[src/hdl/rttco_pkg.sv]
// Shared constants and types of the round trip and clock offset estimator.
`default_nettype none

package rttco_pkg;

   localparam int unsigned TIME_BITS_DEF = 48;

   localparam int unsigned CSR_INDEX_BITS = 8;
   localparam int unsigned CSR_DATA_BITS  = 24;
   localparam int unsigned WEIGHT_BITS    = 9;
   localparam int unsigned COUNT_BITS     = 8;
   localparam int unsigned CONF_BITS      = 24;

   localparam logic [CSR_INDEX_BITS-1:0] CSR_RTT_WEIGHT = 8'd0;
   localparam logic [CSR_INDEX_BITS-1:0] CSR_DEV_WEIGHT = 8'd1;
   localparam logic [CSR_INDEX_BITS-1:0] CSR_INIT_COUNT = 8'd2;
   localparam logic [CSR_INDEX_BITS-1:0] CSR_INIT_CONF  = 8'd3;

   localparam logic [WEIGHT_BITS-1:0] RTT_WEIGHT_RST = 9'd8;
   localparam logic [WEIGHT_BITS-1:0] DEV_WEIGHT_RST = 9'd4;
   localparam logic [COUNT_BITS-1:0]  INIT_COUNT_RST = 8'd5;
   localparam logic [CONF_BITS-1:0]   INIT_CONF_RST  = 24'd100000;
   localparam logic [COUNT_BITS-1:0]  REPLY_COUNT_MAX = 8'd255;

   typedef enum logic [5:0] {
      ST_IDLE = 6'b000001,
      ST_PREP = 6'b000010,
      ST_PLAN = 6'b000100,
      ST_MUL  = 6'b001000,
      ST_DIV  = 6'b010000,
      ST_OUT  = 6'b100000
   } state_type;

   typedef enum logic [4:0] {
      PH_DEV  = 5'b00001,
      PH_RTT  = 5'b00010,
      PH_OFFA = 5'b00100,
      PH_OFFB = 5'b01000,
      PH_CONF = 5'b10000
   } phase_type;

endpackage

`default_nettype wire

[src/hdl/rttco_chan_if.sv]
// Request and response channel interfaces of the estimator.
`default_nettype none

interface rttco_req_if #(
   parameter int unsigned TIME_BITS = rttco_pkg::TIME_BITS_DEF
);
   logic                 valid;
   logic                 ready;
   logic                 has_sync;
   logic                 has_end;
   logic                 has_reply;
   logic [TIME_BITS-1:0] sync_time;
   logic [TIME_BITS-1:0] echoed_time;
   logic [TIME_BITS-1:0] arrival_time;

   modport source (
      output valid, has_sync, has_end, has_reply, sync_time, echoed_time, arrival_time,
      input  ready
   );
   modport sink (
      input  valid, has_sync, has_end, has_reply, sync_time, echoed_time, arrival_time,
      output ready
   );
endinterface

interface rttco_rsp_if #(
   parameter int unsigned TIME_BITS = rttco_pkg::TIME_BITS_DEF
);
   logic                        valid;
   logic                        ready;
   logic                        send_reply;
   logic                        reply_with_sync;
   logic [TIME_BITS-1:0]        reply_echo_time;
   logic signed [TIME_BITS+1:0] arrival_delay;
   logic signed [TIME_BITS:0]   rtt_estimate;
   logic [TIME_BITS-1:0]        rtt_deviation;
   logic                        connect_event;

   modport source (
      output valid, send_reply, reply_with_sync, reply_echo_time, arrival_delay,
             rtt_estimate, rtt_deviation, connect_event,
      input  ready
   );
   modport sink (
      input  valid, send_reply, reply_with_sync, reply_echo_time, arrival_delay,
             rtt_estimate, rtt_deviation, connect_event,
      output ready
   );
endinterface

`default_nettype wire

[src/hdl/rtt_and_clock_offset_estimator.sv]
// Round trip estimator: exponential smoothing plus confidence-weighted clock offset.
// Each request is one received header with its local arrival time; each gives exactly
// one response. A request is taken only while the block is idle. A header without the
// reply flag, or the first reply, goes from acceptance through the PREP, PLAN and OUT
// states to its response. Later replies run on one shared shift-add multiplier and one
// restoring divider (one bit a cycle) under a small sequencer: two weighted means, each
// a multiply then a divide, then the offset (two multiplies and a divide) and the
// confidence (a multiply and a divide); an empty denominator skips the last two.
// The response register lets a finished result wait while a new request is taken.
`default_nettype none

module rtt_and_clock_offset_estimator #(
   parameter int unsigned TIME_BITS = rttco_pkg::TIME_BITS_DEF
) (
   input  logic                                clock,
   input  logic                                reset,
   rttco_req_if.sink                           req_chan,
   rttco_rsp_if.source                         rsp_chan,
   input  logic                                csr_write_en,
   input  logic [rttco_pkg::CSR_INDEX_BITS-1:0] csr_index,
   input  logic [rttco_pkg::CSR_DATA_BITS-1:0]  csr_write_data
);
   import rttco_pkg::*;

   localparam int unsigned TB   = TIME_BITS;
   localparam int unsigned OB   = TB + 1;
   localparam int unsigned DB   = TB + 2;
   localparam int unsigned AB   = 2 * TB + 2;
   localparam int unsigned WNB  = TB + WEIGHT_BITS + 1;
   localparam int unsigned CNTB = $clog2(AB + 1);

   localparam logic signed [OB-1:0] OFF_MAX = {1'b0, {TB{1'b1}}};
   localparam logic signed [OB-1:0] OFF_MIN = {1'b1, {TB{1'b0}}};

   // configuration
   logic [WEIGHT_BITS-1:0] rtt_w_ff, rtt_w_in, dev_w_ff, dev_w_in;
   logic [COUNT_BITS-1:0]  init_cnt_ff, init_cnt_in;

   // estimator state
   logic signed [OB-1:0] rtt_ff, rtt_in, off_ff, off_in;
   logic [TB-1:0]        dev_ff, dev_in, conf_ff, conf_in;
   logic                 seeded_ff, seeded_in, reported_ff, reported_in;
   logic [COUNT_BITS-1:0] count_ff, count_in;

   // current request
   logic          sync_ff, sync_in, end_ff, end_in, reply_ff, reply_in;
   logic [TB-1:0] sync_time_ff, sync_time_in, now_ff, now_in, s_ff, s_in;

   // work registers
   logic [TB-1:0]        diff_ff, diff_in;
   logic signed [OB-1:0] nd_ff, nd_in;
   logic [OB-1:0]        den_ff, den_in, divr_ff, divr_in, rem_ff, rem_in;
   logic [AB-1:0]        acc_ff, acc_in, mcand_ff, mcand_in;
   logic [TB-1:0]        mq_ff, mq_in;
   logic [CNTB-1:0]      step_ff, step_in;
   logic                 neg_ff, neg_in;
   state_type            state_ff, state_in;
   phase_type            phase_ff, phase_in;

   // response register
   logic                 rv_ff, rv_in;
   logic                 o_send_ff, o_send_in, o_wsync_ff, o_wsync_in, o_event_ff, o_event_in;
   logic [TB-1:0]        o_echo_ff, o_echo_in, o_dev_ff, o_dev_in;
   logic signed [DB-1:0] o_delay_ff, o_delay_in;
   logic signed [OB-1:0] o_rtt_ff, o_rtt_in;

   // launch values for a multiply phase
   phase_type            lph;
   logic [AB-1:0]        l_acc, l_mcand;
   logic [TB-1:0]        l_mq;
   logic [CNTB-1:0]      l_steps;

   logic [WEIGHT_BITS-1:0] rtt_w_eff, dev_w_eff;
   logic                   accept;
   logic [TB:0]            s_wide;
   logic signed [OB-1:0]   d_sig;
   logic signed [DB-1:0]   nd_wide;
   logic [TB-1:0]          r_mag;
   logic [OB:0]            trial;
   logic                   ge;
   logic [AB-1:0]          neg_acc, pre_acc;
   logic [OB-1:0]          q_off;

   assign rtt_w_eff = (rtt_w_ff == '0) ? WEIGHT_BITS'(1) : rtt_w_ff;
   assign dev_w_eff = (dev_w_ff == '0) ? WEIGHT_BITS'(1) : dev_w_ff;

   assign accept         = req_chan.valid && req_chan.ready;
   assign req_chan.ready = (state_ff == ST_IDLE);

   assign s_wide = {1'b0, req_chan.arrival_time} - {1'b0, req_chan.echoed_time};

   assign d_sig   = $signed({1'b0, now_ff}) - $signed({1'b0, sync_time_ff});
   assign nd_wide = {d_sig[OB-1], d_sig} - $signed({2'b00, s_ff[TB-1:1]});
   assign r_mag   = rtt_ff[TB-1:0];

   assign trial   = {rem_ff, acc_ff[AB-1]};
   assign ge      = (trial >= {1'b0, divr_ff});
   assign neg_acc = (~acc_ff) + AB'(1);
   assign q_off   = neg_ff ? ((~acc_ff[OB-1:0]) + OB'(1)) : acc_ff[OB-1:0];

   always_comb begin
      unique case (lph)
         PH_DEV: begin
            l_acc   = {{(AB-TB){1'b0}}, diff_ff};
            l_mcand = {{(AB-TB){1'b0}}, dev_ff};
            l_mq    = {{(TB-WEIGHT_BITS){1'b0}}, dev_w_eff - WEIGHT_BITS'(1)};
            l_steps = CNTB'(WEIGHT_BITS);
         end
         PH_RTT: begin
            l_acc   = {{(AB-TB){1'b0}}, s_ff};
            l_mcand = {{(AB-TB){1'b0}}, r_mag};
            l_mq    = {{(TB-WEIGHT_BITS){1'b0}}, rtt_w_eff - WEIGHT_BITS'(1)};
            l_steps = CNTB'(WEIGHT_BITS);
         end
         PH_OFFA: begin
            l_acc   = '0;
            l_mcand = {{(AB-OB){nd_ff[OB-1]}}, nd_ff};
            l_mq    = conf_ff;
            l_steps = CNTB'(TB);
         end
         PH_OFFB: begin
            l_acc   = acc_ff;
            l_mcand = {{(AB-OB){off_ff[OB-1]}}, off_ff};
            l_mq    = s_ff;
            l_steps = CNTB'(TB);
         end
         PH_CONF: begin
            l_acc   = '0;
            l_mcand = {{(AB-OB){1'b0}}, conf_ff, 1'b0};
            l_mq    = s_ff;
            l_steps = CNTB'(TB);
         end
         default: begin
            l_acc   = '0;
            l_mcand = '0;
            l_mq    = '0;
            l_steps = '0;
         end
      endcase
   end

   // prepare the numerator for the divider: left-align a weighted mean, or take the offset's magnitude
   always_comb begin
      priority if (phase_ff == PH_OFFB) begin
         pre_acc = acc_ff[AB-1] ? neg_acc : acc_ff;
      end else if (phase_ff == PH_CONF) begin
         pre_acc = acc_ff;
      end else begin
         pre_acc = acc_ff << (AB - WNB);
      end
   end

   always_comb begin
      rtt_w_in     = rtt_w_ff;
      dev_w_in     = dev_w_ff;
      init_cnt_in  = init_cnt_ff;
      rtt_in       = rtt_ff;
      off_in       = off_ff;
      dev_in       = dev_ff;
      conf_in      = conf_ff;
      seeded_in    = seeded_ff;
      reported_in  = reported_ff;
      count_in     = count_ff;
      sync_in      = sync_ff;
      end_in       = end_ff;
      reply_in     = reply_ff;
      sync_time_in = sync_time_ff;
      now_in       = now_ff;
      s_in         = s_ff;
      diff_in      = diff_ff;
      nd_in        = nd_ff;
      den_in       = den_ff;
      divr_in      = divr_ff;
      rem_in       = rem_ff;
      acc_in       = acc_ff;
      mcand_in     = mcand_ff;
      mq_in        = mq_ff;
      step_in      = step_ff;
      neg_in       = neg_ff;
      state_in     = state_ff;
      phase_in     = phase_ff;
      rv_in        = rv_ff;
      o_send_in    = o_send_ff;
      o_wsync_in   = o_wsync_ff;
      o_event_in   = o_event_ff;
      o_echo_in    = o_echo_ff;
      o_dev_in     = o_dev_ff;
      o_delay_in   = o_delay_ff;
      o_rtt_in     = o_rtt_ff;
      lph          = PH_DEV;

      if (rv_ff && rsp_chan.ready) begin
         rv_in = 1'b0;
      end

      if (csr_write_en) begin
         unique case (csr_index)
            CSR_RTT_WEIGHT: rtt_w_in = csr_write_data[WEIGHT_BITS-1:0];
            CSR_DEV_WEIGHT: dev_w_in = csr_write_data[WEIGHT_BITS-1:0];
            CSR_INIT_COUNT: init_cnt_in = csr_write_data[COUNT_BITS-1:0];
            CSR_INIT_CONF: begin
               if (!seeded_ff) begin
                  conf_in = {{(TB-CONF_BITS){1'b0}}, csr_write_data[CONF_BITS-1:0]};
               end
            end
            default: ;
         endcase
      end

      unique case (state_ff)
         ST_IDLE: begin
            if (accept) begin
               sync_in      = req_chan.has_sync;
               end_in       = req_chan.has_end;
               reply_in     = req_chan.has_reply;
               sync_time_in = req_chan.sync_time;
               now_in       = req_chan.arrival_time;
               s_in         = s_wide[TB] ? '0 : s_wide[TB-1:0];
               state_in     = ST_PREP;
            end
         end
         ST_PREP: begin
            diff_in = (r_mag >= s_ff) ? (r_mag - s_ff) : (s_ff - r_mag);
            den_in  = {1'b0, conf_ff} + {1'b0, s_ff};
            priority if (nd_wide < $signed({OFF_MIN[OB-1], OFF_MIN})) begin
               nd_in = OFF_MIN;
            end else if (nd_wide > $signed({1'b0, OFF_MAX})) begin
               nd_in = OFF_MAX;
            end else begin
               nd_in = nd_wide[OB-1:0];
            end
            if (reply_ff && (count_ff != REPLY_COUNT_MAX)) begin
               count_in = count_ff + COUNT_BITS'(1);
            end
            state_in = ST_PLAN;
         end
         ST_PLAN: begin
            priority if (!reply_ff) begin
               state_in = ST_OUT;
            end else if (rtt_ff[OB-1] || !seeded_ff) begin
               // first reply seeds everything
               rtt_in    = $signed({1'b0, s_ff});
               dev_in    = s_ff;
               off_in    = nd_ff;
               conf_in   = s_ff;
               seeded_in = 1'b1;
               state_in  = ST_OUT;
            end else begin
               lph      = PH_DEV;
               phase_in = PH_DEV;
               acc_in   = l_acc;
               mcand_in = l_mcand;
               mq_in    = l_mq;
               step_in  = l_steps;
               state_in = ST_MUL;
            end
         end
         ST_MUL: begin
            if (step_ff != '0) begin
               acc_in   = mq_ff[0] ? (acc_ff + mcand_ff) : acc_ff;
               mcand_in = mcand_ff << 1;
               mq_in    = mq_ff >> 1;
               step_in  = step_ff - CNTB'(1);
            end else if (phase_ff == PH_OFFA) begin
               lph      = PH_OFFB;
               phase_in = PH_OFFB;
               acc_in   = l_acc;
               mcand_in = l_mcand;
               mq_in    = l_mq;
               step_in  = l_steps;
            end else begin
               neg_in   = acc_ff[AB-1];
               acc_in   = pre_acc;
               rem_in   = '0;
               state_in = ST_DIV;
               priority if (phase_ff == PH_DEV) begin
                  divr_in = {{(OB-WEIGHT_BITS){1'b0}}, dev_w_eff};
                  step_in = CNTB'(WNB);
               end else if (phase_ff == PH_RTT) begin
                  divr_in = {{(OB-WEIGHT_BITS){1'b0}}, rtt_w_eff};
                  step_in = CNTB'(WNB);
               end else begin
                  divr_in = den_ff;
                  step_in = CNTB'(AB);
               end
            end
         end
         ST_DIV: begin
            if (step_ff != '0) begin
               rem_in  = ge ? (trial[OB-1:0] - divr_ff) : trial[OB-1:0];
               acc_in  = {acc_ff[AB-2:0], ge};
               step_in = step_ff - CNTB'(1);
            end else begin
               state_in = ST_MUL;
               unique case (phase_ff)
                  PH_DEV: begin
                     dev_in = acc_ff[TB-1:0];
                     lph    = PH_RTT;
                  end
                  PH_RTT: begin
                     rtt_in = $signed({1'b0, acc_ff[TB-1:0]});
                     lph    = PH_OFFA;
                     if (den_ff == '0) begin
                        // empty denominator: keep offset, zero confidence
                        conf_in  = '0;
                        state_in = ST_OUT;
                     end
                  end
                  PH_OFFB: begin
                     off_in = $signed(q_off);
                     lph    = PH_CONF;
                  end
                  default: begin
                     conf_in  = acc_ff[TB-1:0];
                     lph      = PH_CONF;
                     state_in = ST_OUT;
                  end
               endcase
               if (state_in == ST_MUL) begin
                  phase_in = lph;
                  acc_in   = l_acc;
                  mcand_in = l_mcand;
                  mq_in    = l_mq;
                  step_in  = l_steps;
               end
            end
         end
         ST_OUT: begin
            // hold until the response register is free
            if (!rv_ff || rsp_chan.ready) begin
               rv_in      = 1'b1;
               o_send_in  = sync_ff;
               o_wsync_in = sync_ff && !end_ff;
               o_echo_in  = sync_ff ? sync_time_ff : '0;
               o_delay_in = $signed({2'b00, now_ff}) - $signed({2'b00, sync_time_ff})
                            - {off_ff[OB-1], off_ff};
               o_rtt_in   = rtt_ff;
               o_dev_in   = dev_ff;
               o_event_in = !reported_ff && (count_ff >= init_cnt_ff);
               if (!reported_ff && (count_ff >= init_cnt_ff)) begin
                  reported_in = 1'b1;
               end
               state_in = ST_IDLE;
            end
         end
         default: state_in = ST_IDLE;
      endcase
   end

   always_ff @(posedge clock) begin
      if (reset) begin
         rtt_w_ff     <= RTT_WEIGHT_RST;
         dev_w_ff     <= DEV_WEIGHT_RST;
         init_cnt_ff  <= INIT_COUNT_RST;
         rtt_ff       <= '1;
         off_ff       <= '0;
         dev_ff       <= '0;
         conf_ff      <= {{(TB-CONF_BITS){1'b0}}, INIT_CONF_RST};
         seeded_ff    <= 1'b0;
         reported_ff  <= 1'b0;
         count_ff     <= '0;
         state_ff     <= ST_IDLE;
         phase_ff     <= PH_DEV;
         rv_ff        <= 1'b0;
      end else begin
         rtt_w_ff     <= rtt_w_in;
         dev_w_ff     <= dev_w_in;
         init_cnt_ff  <= init_cnt_in;
         rtt_ff       <= rtt_in;
         off_ff       <= off_in;
         dev_ff       <= dev_in;
         conf_ff      <= conf_in;
         seeded_ff    <= seeded_in;
         reported_ff  <= reported_in;
         count_ff     <= count_in;
         state_ff     <= state_in;
         phase_ff     <= phase_in;
         rv_ff        <= rv_in;
      end
   end

   always_ff @(posedge clock) begin
      sync_ff      <= sync_in;
      end_ff       <= end_in;
      reply_ff     <= reply_in;
      sync_time_ff <= sync_time_in;
      now_ff       <= now_in;
      s_ff         <= s_in;
      diff_ff      <= diff_in;
      nd_ff        <= nd_in;
      den_ff       <= den_in;
      divr_ff      <= divr_in;
      rem_ff       <= rem_in;
      acc_ff       <= acc_in;
      mcand_ff     <= mcand_in;
      mq_ff        <= mq_in;
      step_ff      <= step_in;
      neg_ff       <= neg_in;
      o_send_ff    <= o_send_in;
      o_wsync_ff   <= o_wsync_in;
      o_event_ff   <= o_event_in;
      o_echo_ff    <= o_echo_in;
      o_dev_ff     <= o_dev_in;
      o_delay_ff   <= o_delay_in;
      o_rtt_ff     <= o_rtt_in;
   end

   assign rsp_chan.valid           = rv_ff;
   assign rsp_chan.send_reply      = o_send_ff;
   assign rsp_chan.reply_with_sync = o_wsync_ff;
   assign rsp_chan.reply_echo_time = o_echo_ff;
   assign rsp_chan.arrival_delay   = o_delay_ff;
   assign rsp_chan.rtt_estimate    = o_rtt_ff;
   assign rsp_chan.rtt_deviation   = o_dev_ff;
   assign rsp_chan.connect_event   = o_event_ff;

endmodule

`default_nettype wire
[src/flat_wrapper.sv]
// flat-port wrapper written by rule: the top's interface ports become plain ports
module rtt_and_clock_offset_estimator_flat import rttco_pkg::*;
#(
   parameter int unsigned TIME_BITS = rttco_pkg::TIME_BITS_DEF
)
  (clock, reset, csr_write_en, csr_index, csr_write_data, req_chan_valid, req_chan_has_sync, req_chan_has_end, req_chan_has_reply, req_chan_sync_time, req_chan_echoed_time, req_chan_arrival_time, req_chan_ready, rsp_chan_valid, rsp_chan_send_reply, rsp_chan_reply_with_sync, rsp_chan_reply_echo_time, rsp_chan_arrival_delay, rsp_chan_rtt_estimate, rsp_chan_rtt_deviation, rsp_chan_connect_event, rsp_chan_ready);
  rttco_req_if #(.TIME_BITS(TIME_BITS)) req_chan_i ();
  rttco_rsp_if #(.TIME_BITS(TIME_BITS)) rsp_chan_i ();
  input  logic clock;
  input  logic reset;
  input  logic csr_write_en;
  input  logic [rttco_pkg::CSR_INDEX_BITS-1:0] csr_index;
  input  logic [rttco_pkg::CSR_DATA_BITS-1:0] csr_write_data;
  input wire logic [$bits(req_chan_i.valid)-1:0] req_chan_valid;
  input wire logic [$bits(req_chan_i.has_sync)-1:0] req_chan_has_sync;
  input wire logic [$bits(req_chan_i.has_end)-1:0] req_chan_has_end;
  input wire logic [$bits(req_chan_i.has_reply)-1:0] req_chan_has_reply;
  input wire logic [$bits(req_chan_i.sync_time)-1:0] req_chan_sync_time;
  input wire logic [$bits(req_chan_i.echoed_time)-1:0] req_chan_echoed_time;
  input wire logic [$bits(req_chan_i.arrival_time)-1:0] req_chan_arrival_time;
  output wire logic [$bits(req_chan_i.ready)-1:0] req_chan_ready;
  output wire logic [$bits(rsp_chan_i.valid)-1:0] rsp_chan_valid;
  output wire logic [$bits(rsp_chan_i.send_reply)-1:0] rsp_chan_send_reply;
  output wire logic [$bits(rsp_chan_i.reply_with_sync)-1:0] rsp_chan_reply_with_sync;
  output wire logic [$bits(rsp_chan_i.reply_echo_time)-1:0] rsp_chan_reply_echo_time;
  output wire logic [$bits(rsp_chan_i.arrival_delay)-1:0] rsp_chan_arrival_delay;
  output wire logic [$bits(rsp_chan_i.rtt_estimate)-1:0] rsp_chan_rtt_estimate;
  output wire logic [$bits(rsp_chan_i.rtt_deviation)-1:0] rsp_chan_rtt_deviation;
  output wire logic [$bits(rsp_chan_i.connect_event)-1:0] rsp_chan_connect_event;
  input wire logic [$bits(rsp_chan_i.ready)-1:0] rsp_chan_ready;
  assign req_chan_i.valid = req_chan_valid;
  assign req_chan_i.has_sync = req_chan_has_sync;
  assign req_chan_i.has_end = req_chan_has_end;
  assign req_chan_i.has_reply = req_chan_has_reply;
  assign req_chan_i.sync_time = req_chan_sync_time;
  assign req_chan_i.echoed_time = req_chan_echoed_time;
  assign req_chan_i.arrival_time = req_chan_arrival_time;
  assign req_chan_ready = req_chan_i.ready;
  assign rsp_chan_valid = rsp_chan_i.valid;
  assign rsp_chan_send_reply = rsp_chan_i.send_reply;
  assign rsp_chan_reply_with_sync = rsp_chan_i.reply_with_sync;
  assign rsp_chan_reply_echo_time = rsp_chan_i.reply_echo_time;
  assign rsp_chan_arrival_delay = rsp_chan_i.arrival_delay;
  assign rsp_chan_rtt_estimate = rsp_chan_i.rtt_estimate;
  assign rsp_chan_rtt_deviation = rsp_chan_i.rtt_deviation;
  assign rsp_chan_connect_event = rsp_chan_i.connect_event;
  assign rsp_chan_i.ready = rsp_chan_ready;
  rtt_and_clock_offset_estimator #(.TIME_BITS(TIME_BITS)) u_core (.clock(clock), .reset(reset), .req_chan(req_chan_i), .rsp_chan(rsp_chan_i), .csr_write_en(csr_write_en), .csr_index(csr_index), .csr_write_data(csr_write_data));
endmodule
[config.mk]
export PLATFORM = sky130hd
export DESIGN_NAME = rtt_and_clock_offset_estimator_flat
export DESIGN_NICKNAME = d
export VERILOG_FILES = /design/src/hdl/rttco_pkg.sv /design/src/hdl/rttco_chan_if.sv /design/src/hdl/rtt_and_clock_offset_estimator.sv /design/src/flat_wrapper.sv
export SDC_FILE = /design/constraint.sdc
export NUM_CORES = 2
export LEC_CHECK = 0
export BUFFER_PORTS_ARGS = -buffer_cell sky130_fd_sc_hd__buf_2
export CAP_MARGIN = 20
export CORE_MARGIN = 8
export CORE_UTILIZATION = 37
export CTS_CLUSTER_SIZE = 30
export DETAILED_ROUTE_END_ITERATION = 8
export PLACE_DENSITY = 0.57
export SLEW_MARGIN = 0
export SYNTH_ARGS = -nofsm -noshare
export SYNTH_HDL_FRONTEND = slang
export SYNTH_SLANG_ARGS = --single-unit
[constraint.sdc]
create_clock -name clock -period 20.4 [get_ports clock]
set_input_delay 4.08 -clock clock [delete_from_list [all_inputs] [get_ports clock]]
set_output_delay 4.08 -clock clock [all_outputs]
set_load 0.005 [all_outputs]
Word level (Yosys, flattened, before mapping)

Index checks and enable logic that the tools add are counted.

Register bits after elaboration: 1083
Output and inout bits: 200

Add/subtract/negate cells: 16
Order comparisons: 5
Equality and inequality tests: 40
Mux-type cells: 101
Bitwise logic cells: 4
Reductions and logical operators: 43

Operator list:

| kind                    | number |
|---|---|
| $mux W98                | 16 |
| $pmux W98 S3            | 3 |
| $mux W48                | 18 |
| $mux W49                | 14 |
| $pmux W98 S5            | 1 |
| $pmux W49 S2            | 3 |
| $pmux W48 S2            | 3 |
| $pmux W48 S4            | 1 |
| $sub A48 B48 Y49        | 3 |
| $pmux W48 S3            | 1 |
| $add A98 B1 Y98 const B | 1 |
| $add A98 B98 Y98        | 1 |
| $not A98 Y98            | 1 |
| $sub A48 B48 Y48        | 2 |
| $mux W6                 | 10 |
| $mux W7                 | 8 |
| $ge A50 B49 Y1          | 1 |
| $gt A50 B49 Y1 const B  | 1 |
| $lt A50 B49 Y1 const B  | 1 |
| $sub A49 B48 Y50        | 1 |
| $sub A50 B50 Y50        | 1 |
| $add A48 B48 Y49        | 1 |
| $add A49 B1 Y49 const B | 1 |
| $logic_not A49 Y1       | 1 |
| 52 further kinds        | 115 |

Logic depth before layout (Yosys ltp)

Depth after elaboration: 10
Depth in mapped cells: 30
Gate-level depth less buffers: 28

Least setup slack after synthesis

OpenSTA, ideal clock, no wires.

Path type: reg-to-reg
Start: reg u_core.state_ff[3]
End: reg u_core.count_ff[7]
Library setup time: 0.128 ns
Data arrival time: 13.376 ns
Data required time: 20.272 ns
Slack: 6.896 ns
Stages on the path, launching flop included: 9
Clock period less this slack: 13.504 ns
Path through: dfxtp_1 > clkbuf_1 > nor2_1 > nand3b_1 > nor3_1 > nand3_1 > nor4_1 > xnor2_1 > nor2_1

Cells in the longest elaborated chain, start to end: 2

RTL lines:

| what                        | RTL line                              | text |
|---|---|---|
| from (decl)                 | rtt_and_clock_offset_estimator.sv:57  | `state_type state_ff, state_in;` |
| from (signal assigned)      | rtt_and_clock_offset_estimator.sv:376 | `state_ff <= state_in;` |
| $eq A6 B2 Y1                | rtt_and_clock_offset_estimator.sv:210 | `unique case (state_ff)` |
| $reduce_and A2 Y1 (no line) | --                                    |  |
| to (signal assigned)        | rtt_and_clock_offset_estimator.sv:375 | `count_ff <= count_in;` |
| to (decl)                   | rtt_and_clock_offset_estimator.sv:43  | `logic [COUNT_BITS-1:0] count_ff, count_in;` |

No other way between the ends.
A chain may end at the register's enable or synchronous reset.

Final worst setup path

Start: in req_chan_arrival_time[0]
End: reg u_core.s_ff[5], data pin

Cells in the longest elaborated chain, start to end: 1

RTL lines:

| what                 | RTL line                              | text |
|---|---|---|
| from (decl)          | flat_wrapper.sv:20                    | `input wire logic [$bits(req_chan_i.arrival_time)-1:0] req_chan_arrival_time;` |
| $sub A48 B48 Y49     | rtt_and_clock_offset_estimator.sv:90  | `assign s_wide = {1'b0, req_chan.arrival_time} - {1'b0, req_chan.echoed_time};` |
| to (signal assigned) | rtt_and_clock_offset_estimator.sv:388 | `s_ff <= s_in;` |
| to (decl)            | rtt_and_clock_offset_estimator.sv:47  | `logic [TB-1:0] sync_time_ff, sync_time_in, now_ff, now_in, s_ff, s_in;` |

No other way between the ends.

==> impl_metrics.csv <==
group,metric,value,unit
status,status,"finished, final reports clean",
detailed_routing,routed_wl,289000,um
synth,yosysUniqueCellTypes,87,
grt,grt_max_degree,146,
power,p_clk_frac,0.291,
synth,ys_warn_count,0,
detailed_routing,via_per_inst,5.95,
grt,antenna_found_initial,6,
power,p_int,5.09,mW
clocking,clk_latency,0.81,ns
timing,tightest_slew,1.20,ns
setup_path,arrival,8.13,ns
die,die_h,462,um
timing,tns,0,ns
detailed_routing,drtAntennaViolNets,0,
detailed_routing,first_pass_iters,9,
timing,fin_crit_sh,0.374,
power,vdd_drop_max,0.0000807,V
cells_and_area,seq_area,0.0301,mm^2
synth,yosysSeqAreaShare,0.409,
synth,synth_flop_cell,"edfxtp_1",
clocking,cts_max_path_buffers,3,
detailed_routing,drc,0,
power,leakagePower,32.9,nW
setup_path,path_cells,"buf_2 -> inv_1 -> ha_1 -> fa_1 -> nor2b_1 -> o21ai_0 -> a211oi_1 -> o21ai_0 -> a31oi_1 -> o41ai_1 -> buf_4 -> o21a_1 -> a32oi_1 -> a21oi_1 -> o21a_2 -> nor2_1",
synth,synth_area_leader_cell,"edfxtp_1",
placed_design,place.gp.congestion,0.952,
setup_path,crit_type,"in -> reg",
timing,fin_skew,0.0370,ns
grt,grt_pass1_wl,421000,um
timing,rsz0062_at_grt,"false",
timing,max_slew_margin,0.200,
grt,grt_usage,0.259,
die,core_area,0.198,mm^2
synth,synth_nets,8771,
clocking,cts_hold_buf,0,
synth,avgSynthCellArea,9.11,um^2
min_path,hold_path_class,"reg -> reg",
cells_and_area,num-fill-cells,19600,
setup_path,r2r_setup_slack,13.42,ns
power,p_seq_frac,0.344,
cells_and_area,drive_gt1_frac,0.0950,
placed_design,dp_hpwl,219000,um
setup_path,crit_path_end_kind,"register",
timing,hold_ws,0.455,ns
timing,setup_viol,0,
synth,yosysMostFrequentCell,"edfxtp_1",
clocking,cts_tree,"done",
die,num_io_pins,384,
setup_path,worst_setup_path_start_kind,"input pin",
setup_path,cp_max_fo,48,
synth,synth_area_leaders,"edfxtp_1 (34%), ha_1 (8.4%), dfxtp_1 (6.6%)",
cells_and_area,final_cells,11000,
power,p_sw_frac,0.370,
timing,fmax,131,MHz
clocking,cts_sinks,1083,
power,powerDensity,98.1,mW/mm^2
timing,setup_slack,12.77,ns
die,die_area,0.214,mm^2
synth,synth.cell_area,0.0736,mm^2
flow_run,cap_violations,0,
setup_path,critPathRequiredTime,20.90,ns
synth,postSynthCellCount,8085,
grt,globalRoute.totalOverflow,0,
synth,yosys.area.top_type_share,0.343,
clocking,cts_max_level,4,
setup_path,timing.critical_path.mode_cell,"o21ai_0",
synth,synth_common_cells,"edfxtp_1 (841), nor2_1 (791), a21oi_1 (733)",
synth,ys_seq_elements,1083,
clocking,ctsRootBufferMaster,"clkbuf_16",
placed_design,dp.cells,10700,
placed_design,place.port_buffers,383,
clocking,cts_setup_buffers,0,
setup_path,crit_slowest_cell,"o21a_2",
timing,period_needed,7.63,ns
synth,ys_async_sr_fraction,0,
die,fp-row-count,163,
cells_and_area,utilization,0.417,
detailed_routing,dr_total_vias,65300,
grt,first_global_vias,63600,
clocking,clkTransAtPathRegs,0.06,ns
cells_and_area,area_growth,11.9,%
clocking,numCtsBuffers,133,
power,p_switching,2.99,mW
cells_and_area,layout.nets,8922,
detailed_routing,drt_iter0_drc,7421,
detailed_routing,wire_per_inst,26.3,um
timing,finalHoldViolCount,0,
setup_path,cpPeakStageDelay,0.87,ns
die,die_w,462,um
power,p_comb_frac,0.364,
cells_and_area,multi_input_comb_area,0.0401,mm^2
placed_design,post-place-ws,11.93,ns
timing,finalMaxSlewViolations,0,
synth,synth-edff-count,841,
die,initial_core_util,0.373,
clocking,post_cts_resize_count,0,
[worst paths after layout]
| kind | from | to | cells past startpoint |
|---|---|---|---|
| max | req_chan_arrival_time[0] | u_core.s_ff[5] | 16 |
| min | u_core.dev_ff[2] | u_core.rsp_chan.rtt_deviation[2] | 0 |
| max reg2reg | u_core.sync_time_ff[0] | u_core.nd_ff[7] | 25 |
| min reg2reg | u_core.dev_ff[2] | u_core.rsp_chan.rtt_deviation[2] | 0 |
[worst max-delay path, delay by kind of cell]
kind	cells	cell delay, ns
AO/OA/AOI/OAI	9	2.94
adder cells (fa/ha/maj)	2	0.44
buffers and inverters	3	0.37
AND/OR/NAND/NOR	2	0.20
[flip-flops by register name, summed over array words and instances, names as in the netlist, 9 cells and up]
name                             count
u_core.acc_ff                       98
u_core.conf_ff                      48
u_core.den_ff                       49
u_core.dev_ff                       48
u_core.dev_w_ff                      9
u_core.diff_ff                      48
u_core.divr_ff                      49
u_core.mcand_ff                     98
u_core.mq_ff                        48
u_core.nd_ff                        49
u_core.now_ff                       48
u_core.off_ff                       49
u_core.rem_ff                       49
u_core.rsp_chan.arrival_delay       50
u_core.rsp_chan.reply_echo_time     48
u_core.rsp_chan.rtt_deviation       48
u_core.rsp_chan.rtt_estimate        49
u_core.rtt_ff                       49
u_core.rtt_w_ff                      9
u_core.s_ff                         48
u_core.sync_time_ff                 48
[power by group through the flow]
stage                     logic (mW)  clock network, mW  registers (mW)
after detailed placement        2.89                  0            2.82
after global placement          2.87                  0            2.82
final                           2.94               2.36            2.78
after floorplan                 2.05                  0            2.78
after global routing            3.23               2.48            2.79
after CTS                       2.92               2.40            2.78
[cell usage in the layout (no fill, tap or decap), types with 71 or more instances in the layout]
master / instances
edfxtp_1: 841
nor2_1: 775
a21oi_1: 732
nand2_1: 625
ha_1: 493
o21ai_0: 487
inv_1: 476
buf_2: 383
a21o_1: 334
xnor2_1: 288
dfxtp_1: 242
xor2_1: 214
a211oi_1: 155
clkbuf_16: 139
a221oi_1: 131
nor3_1: 119
buf_4: 117
nand2b_1: 114
a222oi_1: 113
mux2i_1: 112
a31oi_1: 110
nand4_1: 108
o21bai_1: 91
nand3_1: 91
and3_1: 84
o21a_1: 83
and2_1: 71
[area by class of cell]
cell class | count | area share
Antenna cell | 4 | 0.000121
Clock buffer | 164 | 0.0435
Clock inverter | 78 | 0.00783
Inverter | 477 | 0.0217
Multi-Input combinational cell | 6035 | 0.487
Sequential cell | 1083 | 0.365
Tap cell | 2640 | 0.0401
Timing Repair Buffer | 506 | 0.0352
[routing by layer]
layer  vias to the layer above  wire (um)  track usage
met5                         -         21            0
met4                         4      14700        0.118
met3                       511      24900       0.0514
met2                      3033     126000        0.402
met1                     31600     123000        0.349
li1                      30200          -            -
[per-stage QoR]
step | instance area [um^2] | total power, mW
detailed placement | 78200 | 5.72
CTS | 82400 | 8.10
finish | 82400 | 8.09
floorplan | 73600 | 4.83
global placement | 78200 | 5.69
global route | 82400 | 8.50
[kinds of logic (layout without fill, tap and decap cells)]
group,Yosys count,in the layout,synth area share
compound gates,2622,2622,0.234
buf+inv,967,1225,0.0496
flops,1083,1083,0.409
other cells,0,4,0
fa+ha+maj,502,502,0.0862
xor+xnor,502,502,0.0597
mux,115,115,0.0157
simple gates,2294,2294,0.146
Note: power is estimated with default switching activity, not from simulation.
